===== config.mk =====
export PLATFORM = sky130hd
export DESIGN_NAME = block_rms_level_meter
export DESIGN_NICKNAME = d
export VERILOG_FILES = /design/src/hw/rtl/brlm_pkg.sv /design/src/hw/rtl/brlm_queue.sv /design/src/hw/rtl/brlm_front.sv /design/src/hw/rtl/brlm_back.sv /design/src/hw/rtl/block_rms_level_meter.sv
export SDC_FILE = /design/constraint.sdc
export NUM_CORES = 2
export LEC_CHECK = 0
export BUFFER_PORTS_ARGS = -buffer_cell sky130_fd_sc_hd__buf_4
export CORE_MARGIN = 3
export CORE_UTILIZATION = 66
export DETAILED_ROUTE_END_ITERATION = 6
export GPL_ROUTABILITY_DRIVEN = 1
export GPL_TIMING_DRIVEN = 0
export PLACE_DENSITY = 0.86
export SLEW_MARGIN = 20
export SYNTH_ARGS = -nofsm -noshare
export SYNTH_HDL_FRONTEND = slang
export SYNTH_SLANG_ARGS = --single-unit

===== constraint.sdc =====
create_clock -name clk -period 9.5 [get_ports clk]
set_input_delay 1.425 -clock clk [delete_from_list [all_inputs] [get_ports clk]]
set_output_delay 1.425 -clock clk [all_outputs]
set_load 0.01 [all_outputs]

===== src/hw/rtl/brlm_pkg.sv =====
`timescale 1ns / 1ps
// shared types, constants and helpers for the block rms level meter
package brlm_pkg;

    localparam int SAMPLE_W      = 16;
    localparam int SAMPLE_BITS   = 16;
    localparam int MAX_FRAMES_DEF = 256;
    localparam int QUEUE_DEPTH   = 2;
    localparam int LEVEL_W       = 15;
    localparam int SCALED_W      = 16;
    localparam int GAIN_W        = 16;
    localparam int SQ_W          = 29;
    localparam int MEAN_W        = 29;
    localparam int SMOOTH_W      = 24;
    localparam int SMOOTH_FRAC   = 9;
    localparam int CFG_DATA_W    = 16;
    localparam int CFG_INDEX_W   = 1;

    localparam logic [SCALED_W-1:0]    FULL_ONE         = 16'd32768;
    localparam logic [GAIN_W-1:0]      GAIN_RESET       = 16'd4588;
    localparam logic [LEVEL_W-1:0]     FULL_SCALE_RESET = 15'd5571;
    localparam logic [CFG_INDEX_W-1:0] REG_SMOOTHING_GAIN = 1'd0;
    localparam logic [CFG_INDEX_W-1:0] REG_FULL_SCALE     = 1'd1;

    typedef struct packed {
        logic signed [SAMPLE_W-1:0] left_sample;
        logic signed [SAMPLE_W-1:0] right_sample;
        logic                       last_frame;
    } frame_t;

    typedef struct packed {
        logic [LEVEL_W-1:0]  rms_level;
        logic [LEVEL_W-1:0]  smoothed_level;
        logic [SCALED_W-1:0] scaled_volume;
    } level_t;

    typedef struct packed {
        logic [GAIN_W-1:0]  smoothing_gain;
        logic [LEVEL_W-1:0] full_scale_level;
    } cfg_t;

    // magnitude of a sample aligned to the 16-bit q1.15 scale
    function automatic logic [SAMPLE_W-1:0] sample_mag(input logic [SAMPLE_W-1:0] raw);
        logic [SAMPLE_BITS-1:0] v;
        logic [SAMPLE_BITS-1:0] m;
        v = raw[SAMPLE_BITS-1:0];
        m = v[SAMPLE_BITS-1] ? (~v + 1'b1) : v;
        return SAMPLE_W'(m) << (SAMPLE_W - SAMPLE_BITS);
    endfunction

endpackage


===== src/hw/rtl/brlm_queue.sv =====
`timescale 1ns / 1ps
// short request queue between the accumulating front and the computing back
module brlm_queue
    import brlm_pkg::*;
#(
    parameter int WIDTH = 48,
    parameter int DEPTH = QUEUE_DEPTH
) (
    input  logic                       clk,
    input  logic                       rst_n,
    input  logic                       push,
    input  logic [WIDTH-1:0]           push_data,
    input  logic                       pop,
    output logic [WIDTH-1:0]           pop_data,
    output logic                       empty,
    output logic [$clog2(DEPTH+1)-1:0] count
);

    localparam int PTR_W = (DEPTH > 1) ? $clog2(DEPTH) : 1;
    localparam int CNT_W = $clog2(DEPTH + 1);

    logic [WIDTH-1:0] mem_reg [DEPTH];
    logic [PTR_W-1:0] wr_ptr_reg, wr_ptr_next;
    logic [PTR_W-1:0] rd_ptr_reg, rd_ptr_next;
    logic [CNT_W-1:0] count_reg, count_next;

    always_comb
    begin
        wr_ptr_next = wr_ptr_reg;
        rd_ptr_next = rd_ptr_reg;
        count_next  = count_reg;
        if (push)
        begin
            wr_ptr_next = (wr_ptr_reg == PTR_W'(DEPTH - 1)) ? '0 : wr_ptr_reg + 1'b1;
        end
        if (pop)
        begin
            rd_ptr_next = (rd_ptr_reg == PTR_W'(DEPTH - 1)) ? '0 : rd_ptr_reg + 1'b1;
        end
        if (push && !pop)
        begin
            count_next = count_reg + 1'b1;
        end
        else if (pop && !push)
        begin
            count_next = count_reg - 1'b1;
        end
    end

    always_ff @(posedge clk or negedge rst_n)
    begin
        if (!rst_n)
        begin
            wr_ptr_reg <= '0;
            rd_ptr_reg <= '0;
            count_reg  <= '0;
        end
        else
        begin
            wr_ptr_reg <= wr_ptr_next;
            rd_ptr_reg <= rd_ptr_next;
            count_reg  <= count_next;
        end
    end

    always_ff @(posedge clk)
    begin
        if (push)
        begin
            mem_reg[wr_ptr_reg] <= push_data;
        end
    end

    assign pop_data = mem_reg[rd_ptr_reg];
    assign empty    = (count_reg == '0);
    assign count    = count_reg;

`ifndef SYNTHESIS
    a_no_overflow: assert property (@(posedge clk) disable iff (!rst_n)
        (push && count_reg == CNT_W'(DEPTH)) |-> pop)
        else $error("queue push while full");
    a_no_underflow: assert property (@(posedge clk) disable iff (!rst_n)
        pop |-> (count_reg != '0))
        else $error("queue pop while empty");
`endif

endmodule


===== src/hw/rtl/brlm_front.sv =====
`timescale 1ns / 1ps
// front: squares and accumulates frames, closes a buffer into the queue
module brlm_front
    import brlm_pkg::*;
#(
    parameter int MAX_FRAMES = MAX_FRAMES_DEF,
    parameter int CNT_W      = $clog2(2 * MAX_FRAMES + 1),
    parameter int SUM_W      = SQ_W + $clog2(2 * MAX_FRAMES),
    parameter int QCNT_W     = $clog2(QUEUE_DEPTH + 1)
) (
    input  logic                   clk,
    input  logic                   rst_n,
    input  logic                   frame_valid,
    output logic                   frame_stall,
    input  frame_t                 frame,
    input  logic [QCNT_W-1:0]      q_count,
    output logic                   push,
    output logic [SUM_W+CNT_W-1:0] push_data
);

    localparam int LIMIT = 2 * MAX_FRAMES;

    logic                 accept;
    logic [CNT_W-1:0]     count_reg, count_next;
    logic [SUM_W-1:0]     sum_reg, sum_next;
    logic                 s1_valid_reg, s1_valid_next;
    logic                 s1_last_reg;
    logic [SQ_W-1:0]      s1_sq0_reg;
    logic [SQ_W-1:0]      s1_sq1_reg;
    logic [CNT_W-1:0]     s1_count_reg;

    logic                 en0, en1;
    logic [CNT_W:0]       c1, c2;
    logic [SAMPLE_W-1:0]  mag0, mag1;
    logic [2*SAMPLE_W-1:0] prod0, prod1;
    logic [SQ_W-1:0]      sq0, sq1;
    logic [SUM_W-1:0]     total;

    assign frame_stall = ((QCNT_W+1)'(q_count) + (QCNT_W+1)'(s1_valid_reg && s1_last_reg))
                         >= (QCNT_W+1)'(QUEUE_DEPTH);
    assign accept = frame_valid && !frame_stall;

    // sample limit per buffer
    assign en0 = ((CNT_W+1)'(count_reg) < (CNT_W+1)'(LIMIT));
    assign c1  = (CNT_W+1)'(count_reg) + (CNT_W+1)'(en0);
    assign en1 = (c1 < (CNT_W+1)'(LIMIT));
    assign c2  = c1 + (CNT_W+1)'(en1);

    assign mag0  = sample_mag(frame.left_sample);
    assign mag1  = sample_mag(frame.right_sample);
    assign prod0 = mag0 * mag0;
    assign prod1 = mag1 * mag1;
    assign sq0   = prod0[SQ_W+1:2];
    assign sq1   = prod1[SQ_W+1:2];

    assign total = sum_reg + SUM_W'(s1_sq0_reg) + SUM_W'(s1_sq1_reg);
    assign push  = s1_valid_reg && s1_last_reg;
    assign push_data = {total, s1_count_reg};

    always_comb
    begin
        count_next    = count_reg;
        sum_next      = sum_reg;
        s1_valid_next = accept;
        if (accept)
        begin
            count_next = frame.last_frame ? '0 : c2[CNT_W-1:0];
        end
        if (s1_valid_reg)
        begin
            sum_next = s1_last_reg ? '0 : total;
        end
    end

    always_ff @(posedge clk or negedge rst_n)
    begin
        if (!rst_n)
        begin
            count_reg    <= '0;
            sum_reg      <= '0;
            s1_valid_reg <= 1'b0;
            s1_last_reg  <= 1'b0;
        end
        else
        begin
            count_reg    <= count_next;
            sum_reg      <= sum_next;
            s1_valid_reg <= s1_valid_next;
            if (accept)
            begin
                s1_last_reg <= frame.last_frame;
            end
        end
    end

    always_ff @(posedge clk)
    begin
        if (accept)
        begin
            s1_sq0_reg   <= en0 ? sq0 : '0;
            s1_sq1_reg   <= en1 ? sq1 : '0;
            s1_count_reg <= c2[CNT_W-1:0];
        end
    end

`ifndef SYNTHESIS
    a_count_bound: assert property (@(posedge clk) disable iff (!rst_n)
        (CNT_W+1)'(count_reg) <= (CNT_W+1)'(LIMIT))
        else $error("sample count past buffer limit");
`endif

endmodule


===== src/hw/rtl/brlm_back.sv =====
`timescale 1ns / 1ps
// back: mean, square root, smoothing and full-scale ratio per closed buffer
module brlm_back
    import brlm_pkg::*;
#(
    parameter int MAX_FRAMES = MAX_FRAMES_DEF,
    parameter int CNT_W      = $clog2(2 * MAX_FRAMES + 1),
    parameter int SUM_W      = SQ_W + $clog2(2 * MAX_FRAMES)
) (
    input  logic                   clk,
    input  logic                   rst_n,
    input  cfg_t                   cfg,
    input  logic                   q_empty,
    input  logic [SUM_W+CNT_W-1:0] q_data,
    output logic                   pop,
    output logic                   level_valid,
    input  logic                   level_stall,
    output level_t                 level
);

    localparam int R_W    = (CNT_W > LEVEL_W) ? CNT_W : LEVEL_W;
    localparam int STEP_W = $clog2(SUM_W + 1);
    localparam int PROD_W = SMOOTH_W + GAIN_W + 1;

    localparam logic [3:0] ST_IDLE      = 4'd0;
    localparam logic [3:0] ST_DIV_MEAN  = 4'd1;
    localparam logic [3:0] ST_SQRT      = 4'd2;
    localparam logic [3:0] ST_MUL_A     = 4'd3;
    localparam logic [3:0] ST_MUL_B     = 4'd4;
    localparam logic [3:0] ST_SMOOTH    = 4'd5;
    localparam logic [3:0] ST_LEVEL     = 4'd6;
    localparam logic [3:0] ST_DIV_SCALE = 4'd7;
    localparam logic [3:0] ST_DONE      = 4'd8;

    logic [3:0]          state_reg, state_next;
    logic [STEP_W-1:0]   step_reg, step_next;
    logic [R_W-1:0]      rem_reg, rem_next;
    logic [SUM_W-1:0]    quo_reg, quo_next;
    logic [R_W-1:0]      divisor_reg, divisor_next;
    logic [MEAN_W-1:0]   x_reg, x_next;
    logic [MEAN_W:0]     res_reg, res_next;
    logic [MEAN_W-1:0]   sbit_reg, sbit_next;
    logic [LEVEL_W-1:0]  rms_reg, rms_next;
    logic [PROD_W-1:0]   prod_a_reg, prod_a_next;
    logic [PROD_W-1:0]   prod_b_reg, prod_b_next;
    logic [SMOOTH_W-1:0] smooth_reg, smooth_next;
    logic [LEVEL_W-1:0]  level_reg, level_next;
    logic                clamp_reg, clamp_next;
    logic                out_valid_reg, out_valid_next;
    level_t              out_data_reg, out_data_next;

    logic [SUM_W-1:0]    q_sum;
    logic [CNT_W-1:0]    q_cnt;
    logic [R_W:0]        rem_sh;
    logic                div_ge;
    logic [R_W:0]        rem_sub;
    logic [MEAN_W:0]     sq_try;
    logic                sq_ge;
    logic [MEAN_W:0]     x_sub;
    logic [GAIN_W:0]     gain_inv;
    logic [PROD_W-1:0]   prod_a_c, prod_b_c;
    logic [PROD_W:0]     smooth_sum;
    logic [SMOOTH_W:0]   level_sum;
    logic [SMOOTH_W-SMOOTH_FRAC:0] level_c;
    logic [LEVEL_W-1:0]  fs_eff;
    logic                scale_fits;
    logic                out_free;

    assign q_sum = q_data[SUM_W+CNT_W-1:CNT_W];
    assign q_cnt = q_data[CNT_W-1:0];
    assign pop   = (state_reg == ST_IDLE) && !q_empty;

    // shared restoring divider, one quotient bit a cycle
    assign rem_sh  = {rem_reg, quo_reg[SUM_W-1]};
    assign div_ge  = (rem_sh >= {1'b0, divisor_reg});
    assign rem_sub = rem_sh - {1'b0, divisor_reg};

    // integer root, one result bit a cycle
    assign sq_try = res_reg + (MEAN_W+1)'(sbit_reg);
    assign sq_ge  = ({1'b0, x_reg} >= sq_try);
    assign x_sub  = {1'b0, x_reg} - sq_try;

    assign gain_inv   = (GAIN_W+1)'(1 << GAIN_W) - {1'b0, cfg.smoothing_gain};
    assign prod_a_c   = smooth_reg * gain_inv;
    assign prod_b_c   = {rms_reg, {SMOOTH_FRAC{1'b0}}} * cfg.smoothing_gain;
    assign smooth_sum = (PROD_W+1)'(prod_a_reg) + (PROD_W+1)'(prod_b_reg)
                        + (PROD_W+1)'(1 << (GAIN_W - 1));

    assign level_sum  = {1'b0, smooth_reg} + (SMOOTH_W+1)'(1 << (SMOOTH_FRAC - 1));
    assign level_c    = level_sum[SMOOTH_W:SMOOTH_FRAC];
    assign fs_eff     = (cfg.full_scale_level == '0) ? LEVEL_W'(1) : cfg.full_scale_level;
    assign scale_fits = (level_c < (SMOOTH_W-SMOOTH_FRAC+1)'(fs_eff));
    assign out_free   = !out_valid_reg || !level_stall;

    always_comb
    begin
        state_next     = state_reg;
        step_next      = step_reg;
        rem_next       = rem_reg;
        quo_next       = quo_reg;
        divisor_next   = divisor_reg;
        x_next         = x_reg;
        res_next       = res_reg;
        sbit_next      = sbit_reg;
        rms_next       = rms_reg;
        prod_a_next    = prod_a_reg;
        prod_b_next    = prod_b_reg;
        smooth_next    = smooth_reg;
        level_next     = level_reg;
        clamp_next     = clamp_reg;
        out_valid_next = out_valid_reg && level_stall;
        out_data_next  = out_data_reg;
        case (state_reg)
            ST_IDLE:
            begin
                if (!q_empty)
                begin
                    rem_next     = '0;
                    divisor_next = R_W'(q_cnt);
                    if (q_cnt == '0)
                    begin
                        quo_next  = '0;
                        step_next = '0;
                    end
                    else
                    begin
                        quo_next  = q_sum;
                        step_next = STEP_W'(SUM_W);
                    end
                    state_next = ST_DIV_MEAN;
                end
            end
            ST_DIV_MEAN:
            begin
                if (step_reg == '0)
                begin
                    x_next     = quo_reg[MEAN_W-1:0];
                    res_next   = '0;
                    sbit_next  = MEAN_W'(1) << (MEAN_W - 1);
                    state_next = ST_SQRT;
                end
                else
                begin
                    rem_next  = div_ge ? rem_sub[R_W-1:0] : rem_sh[R_W-1:0];
                    quo_next  = {quo_reg[SUM_W-2:0], div_ge};
                    step_next = step_reg - 1'b1;
                end
            end
            ST_SQRT:
            begin
                if (sbit_reg == '0)
                begin
                    rms_next   = res_reg[LEVEL_W-1:0];
                    state_next = ST_MUL_A;
                end
                else
                begin
                    if (sq_ge)
                    begin
                        x_next   = x_sub[MEAN_W-1:0];
                        res_next = (res_reg >> 1) + (MEAN_W+1)'(sbit_reg);
                    end
                    else
                    begin
                        res_next = res_reg >> 1;
                    end
                    sbit_next = sbit_reg >> 2;
                end
            end
            ST_MUL_A:
            begin
                prod_a_next = prod_a_c;
                state_next  = ST_MUL_B;
            end
            ST_MUL_B:
            begin
                prod_b_next = prod_b_c;
                state_next  = ST_SMOOTH;
            end
            ST_SMOOTH:
            begin
                smooth_next = smooth_sum[GAIN_W+SMOOTH_W-1:GAIN_W];
                state_next  = ST_LEVEL;
            end
            ST_LEVEL:
            begin
                level_next   = level_c[LEVEL_W-1:0];
                rem_next     = R_W'(level_c);
                quo_next     = '0;
                divisor_next = R_W'(fs_eff);
                clamp_next   = !scale_fits;
                step_next    = scale_fits ? STEP_W'(LEVEL_W) : '0;
                state_next   = ST_DIV_SCALE;
            end
            ST_DIV_SCALE:
            begin
                if (step_reg == '0)
                begin
                    state_next = ST_DONE;
                end
                else
                begin
                    rem_next  = div_ge ? rem_sub[R_W-1:0] : rem_sh[R_W-1:0];
                    quo_next  = {quo_reg[SUM_W-2:0], div_ge};
                    step_next = step_reg - 1'b1;
                end
            end
            ST_DONE:
            begin
                if (out_free)
                begin
                    out_valid_next               = 1'b1;
                    out_data_next.rms_level      = rms_reg;
                    out_data_next.smoothed_level = level_reg;
                    out_data_next.scaled_volume  = clamp_reg ? FULL_ONE
                                                   : {1'b0, quo_reg[LEVEL_W-1:0]};
                    state_next                   = ST_IDLE;
                end
            end
            default:
            begin
                state_next = ST_IDLE;
            end
        endcase
    end

    always_ff @(posedge clk or negedge rst_n)
    begin
        if (!rst_n)
        begin
            state_reg     <= ST_IDLE;
            step_reg      <= '0;
            smooth_reg    <= '0;
            out_valid_reg <= 1'b0;
        end
        else
        begin
            state_reg     <= state_next;
            step_reg      <= step_next;
            smooth_reg    <= smooth_next;
            out_valid_reg <= out_valid_next;
        end
    end

    always_ff @(posedge clk)
    begin
        rem_reg      <= rem_next;
        quo_reg      <= quo_next;
        divisor_reg  <= divisor_next;
        x_reg        <= x_next;
        res_reg      <= res_next;
        sbit_reg     <= sbit_next;
        rms_reg      <= rms_next;
        prod_a_reg   <= prod_a_next;
        prod_b_reg   <= prod_b_next;
        level_reg    <= level_next;
        clamp_reg    <= clamp_next;
        out_data_reg <= out_data_next;
    end

    assign level_valid = out_valid_reg;
    assign level       = out_data_reg;

`ifndef SYNTHESIS
    a_pop_starts: assert property (@(posedge clk) disable iff (!rst_n)
        pop |=> (state_reg == ST_DIV_MEAN))
        else $error("request taken without starting the mean");
    a_result_range: assert property (@(posedge clk) disable iff (!rst_n)
        out_valid_reg |-> (out_data_reg.rms_level <= 15'd16384
                           && out_data_reg.smoothed_level <= 15'd16384
                           && out_data_reg.scaled_volume <= FULL_ONE))
        else $error("result out of range");
`endif

endmodule


===== src/hw/rtl/block_rms_level_meter.sv =====
`timescale 1ns / 1ps
// top level of the block rms level meter with exponential smoothing
//
//   channel   dir   valid         stall         payload
//   frame     in    frame_valid   frame_stall   frame_t  (left, right, last_frame)
//   level     out   level_valid   level_stall   level_t  (rms, smoothed, scaled)
//   cfg       in    cfg_write_en  -             cfg_index, cfg_data
//
// frames are taken one per cycle unless frame_stall is high; squares are registered
// and summed in the following cycle; a last frame hands its buffer to a two-entry
// queue; the back takes one buffer at a time through its one-bit-per-cycle divider
// and root
// reset clears the sum, the count, the smoothed level and the registers to defaults
// frame_stall rises while the queue and a closing buffer in flight fill it; a held
// result on level stops the back after it finishes its next buffer
module block_rms_level_meter
    import brlm_pkg::*;
#(
    parameter int MAX_FRAMES = MAX_FRAMES_DEF
) (
    input  logic                   clk,
    input  logic                   rst_n,
    input  logic                   frame_valid,
    output logic                   frame_stall,
    input  frame_t                 frame,
    output logic                   level_valid,
    input  logic                   level_stall,
    output level_t                 level,
    input  logic                   cfg_write_en,
    input  logic [CFG_INDEX_W-1:0] cfg_index,
    input  logic [CFG_DATA_W-1:0]  cfg_data
);

    localparam int CNT_W  = $clog2(2 * MAX_FRAMES + 1);
    localparam int SUM_W  = SQ_W + $clog2(2 * MAX_FRAMES);
    localparam int QCNT_W = $clog2(QUEUE_DEPTH + 1);

    cfg_t                   cfg_reg, cfg_next;
    logic                   push;
    logic [SUM_W+CNT_W-1:0] push_data;
    logic                   pop;
    logic [SUM_W+CNT_W-1:0] pop_data;
    logic                   q_empty;
    logic [QCNT_W-1:0]      q_count;

    always_comb
    begin
        cfg_next = cfg_reg;
        if (cfg_write_en)
        begin
            case (cfg_index)
                REG_SMOOTHING_GAIN: cfg_next.smoothing_gain   = cfg_data;
                REG_FULL_SCALE:     cfg_next.full_scale_level = cfg_data[LEVEL_W-1:0];
                default:            cfg_next = cfg_reg;
            endcase
        end
    end

    always_ff @(posedge clk or negedge rst_n)
    begin
        if (!rst_n)
        begin
            cfg_reg.smoothing_gain   <= GAIN_RESET;
            cfg_reg.full_scale_level <= FULL_SCALE_RESET;
        end
        else
        begin
            cfg_reg <= cfg_next;
        end
    end

    brlm_front #(
        .MAX_FRAMES (MAX_FRAMES),
        .CNT_W      (CNT_W),
        .SUM_W      (SUM_W),
        .QCNT_W     (QCNT_W)
    ) u_front (
        .clk         (clk),
        .rst_n       (rst_n),
        .frame_valid (frame_valid),
        .frame_stall (frame_stall),
        .frame       (frame),
        .q_count     (q_count),
        .push        (push),
        .push_data   (push_data)
    );

    brlm_queue #(
        .WIDTH (SUM_W + CNT_W),
        .DEPTH (QUEUE_DEPTH)
    ) u_queue (
        .clk       (clk),
        .rst_n     (rst_n),
        .push      (push),
        .push_data (push_data),
        .pop       (pop),
        .pop_data  (pop_data),
        .empty     (q_empty),
        .count     (q_count)
    );

    brlm_back #(
        .MAX_FRAMES (MAX_FRAMES),
        .CNT_W      (CNT_W),
        .SUM_W      (SUM_W)
    ) u_back (
        .clk         (clk),
        .rst_n       (rst_n),
        .cfg         (cfg_reg),
        .q_empty     (q_empty),
        .q_data      (pop_data),
        .pop         (pop),
        .level_valid (level_valid),
        .level_stall (level_stall),
        .level       (level)
    );

endmodule


==> reports/qor.txt <==
Final cell count without fillers - 7,978
Ys async rst share - 21.24%
Unique masters post-synth - 92
Horiz. Die Dim - 316.3 um
Die height - 316.3 um
Hold Crit Class - register to register
Root Buffer - clkbuf_16
Slowest stage delay, CP - 0.56 ns
Unrepaired setup endpoints after global routing - false
Clock sink count - 565
Avg WL per Cell - 20.79 um
Reg2Reg Depth - 28
Dpl hpwl - 130.7 mm
Top post-synthesis cells by area - fa_1 (27%), edfxtp_1 (21%), ha_1 (11%)
Pin count of the biggest net entering global routing - 88
TritonCTS clock tree - built
Status - complete, no violations
Num CTS Buffers - 61
Maximum capacitance violations - 0
Synth warn - 0
#FFs+latches synth - 565
Crit end category - register
Register area share after synthesis - 25.77%
Wirelength, routed - 165.9 mm
CP max FO - 10
Max-Slew Margin vs Limit - 32.00%
Largest register FFs - 96
Top Ports - 103
Final slew viol count - 0
Final net count - 8,155
Vias/cell - 6.022
First-pass GRT wire length - 264.8 mm
Port bufs - 101
Share of cells above drive strength 1 - 5.722%
Slowest cell on crit path - fa_1
Most common cell on crit path - fa_1
Initial Utilization - 66.70%
Final core occ - 72.24%
Overflow after GRT - 0
Initial DRT Pass Iterations - 7
Vias in the first global route - 50,940
Dpl cells - 7,853
Critical Path RT - 9.93 ns
Total core area - 95,290 um^2
Top cells by count, synth - inv_1 (1,144), fa_1 (868), nand2_1 (797), ha_1 (574), edfxtp_1 (445)
CTS HTree Levels - 2
GRT Total Usage - 33.89%
Crit share post-route - 97.27%
Clk Latency, worst-skew pair - 0.69 ns
Layout area overhead - 8.299%
Antenna Nets Post-Route - 0
Flop2flop setup slack - 0.26 ns
Yosys top cell area share - 27.34%
Max Fclk - 108.2 MHz
Critical path class - register to register
Hold_sp - u_back.level_reg[12]$_DFFE_PP_
Final Hold Viols - 0
Clk slew on worst S/H paths - 0.08 ns
Clock skew - 0.04180 ns
DRC - 0
Most used flip-flop cell after synthesis - edfxtp_1
FF-to-FF Start - cfg_reg[19]$_DFFE_PN0P_
DRT iter0 DRCs - 4,325
Startpoint Class - register
# setup viols final - 0
Worst-margin pin slew - 1.017 ns
CP arrival - 9.67 ns
Vias - 48,040
Hold Path Cell Cnt - 0
Largest area contributor in the netlist - fa_1
Synthesized area per cell - 9.864 um^2
Tmin final - 9.240 ns
Initial antenna violation count - 2
Max Buffers Root-to-Sink - 3
Routability cong. - 0.9898
Post-Synthesis Cells - 6,444
Number of synthesized flops with an enable pin - 445
Site Rows - 113
Top-count cell post-synth - inv_1
Netlist Area Pre-Place - 63,560 um^2
Worst flop-to-flop path endpoint - u_back.prod_a_reg[39]$_DFFE_PP_
Die area - 100,100 um^2
Hold EP - u_back.level[28]$_DFFE_PP_
cells by family (layout without fill, tap and decap cells):
family | after synthesis | count (layout) | synth area share (%)
and+or+nand+nor | 1809 | 1809 | 13.05
adders and majority gates | 1443 | 1443 | 38.65
buffers and inverters | 1379 | 1624 | 8.169
AOI/OAI and AO/OA | 834 | 834 | 8.427
DFF | 565 | 565 | 25.77
xor gates and xnor gates | 325 | 325 | 4.490
muxes | 87 | 87 | 1.427
other | 2 | 26 | 0.01181
worst max path at each step:
stage,start,endpoint,slack [ns],depth (start not counted)
2_1_floorplan,frame[21],u_front.s1_sq0_reg[26]$_SDFFCE_PP0P_,0.47,31
3_3_place_gp,frame[21],u_front.s1_sq0_reg[27]$_SDFFCE_PP0P_,-1.07,31
3_5_place_dp,frame[21],u_front.s1_sq0_reg[27]$_SDFFCE_PP0P_,-1.20,31
4_1_cts,frame[1],u_front.s1_sq1_reg[27]$_SDFFCE_PP0P_,0.02,28
5_1_grt,frame[17],u_front.s1_sq0_reg[26]$_SDFFCE_PP0P_,0.005,34
6_report,cfg_reg[19]$_DFFE_PN0P_,u_back.prod_a_reg[39]$_DFFE_PP_,0.26,28
repair_timing:
item | CTS | global route
setup endpoints to repair | 22 | 27
gates resized for setup | 20 | 48
hold buffers | 0 | 0
pin swaps | 1 | 6
setup buffers | 1 | 11
through the flow:
step | hold WS, ns | area (um^2) | worst slack, ns | TNS (ns)
2_1_floorplan | 0.4003 | 63650 | 0.4657 | 0
3_3_place_gp | 0.4027 | 65990 | -1.075 | -31.07
3_5_place_dp | 0.4052 | 66340 | -1.204 | -20.21
4_1_cts | 0.4199 | 68600 | 0.01503 | 0
5_1_grt | 0.4303 | 68840 | 0.005437 | 0
6_report | 0.3957 | 68840 | 0.2597 | 0
metal layers:
metal	GRT usage (%)	vias to the layer above	part of all wire (%)
met5	0	-	0
li1	-	21150	-
met2	56.42	2596	48
met3	6.451	612	9.4
met4	18.37	0	6.2
met1	42.08	23690	36
cells in the final DEF (no fill, tap or decap), types with 18 or more instances in the layout:
master / count
o31ai_1: 19
conb_1: 24
nor2_1: 387
mux2_2: 29
a22o_1: 37
nand2b_1: 43
nand4_1: 28
a21oi_1: 186
nand3_1: 54
dfrtp_1: 105
clkbuf_16: 65
xnor2_1: 175
or3_1: 22
xor2_1: 131
and2_1: 243
a211oi_1: 30
nor2b_1: 59
a21o_1: 75
inv_1: 1141
buf_4: 123
ha_1: 574
nor3_1: 61
and3_1: 31
o21bai_1: 28
nor4_1: 18
a31oi_1: 29
nand2_1: 797
o21ai_0: 246
clkbuf_1: 189
fa_1: 868
mux2i_1: 58
o21a_1: 43
edfxtp_1: 445
cell type report:
cell class                      instances  area, um^2
Tap cell                             1265        1583
Buffer                                217       853.3
Sequential cell                       565       16380
Multi-Input combinational cell       4522       42390
Inverter                             1157        4360
Clock buffer                           75        1698
Antenna cell                            2       5.005
Fill cell                            6596       26450
Clock inverter                         41       437.9
Timing Repair Buffer                  134        1132
worst max-delay path, delay by kind of cell (launching register included):
| family | cells | cell delay, ns |
|---|---|---|
| xor+xnor | 2 | 0.53 |
| simple gates | 6 | 1.63 |
| buf+inv | 4 | 0.52 |
| flops | 1 | 0.55 |
| fa+ha+maj | 7 | 3.27 |
| compound gates | 9 | 2.49 |
Power is not shown: default switching activity piles up to over one toggle a cycle in this logic, so the estimate is an artifact.
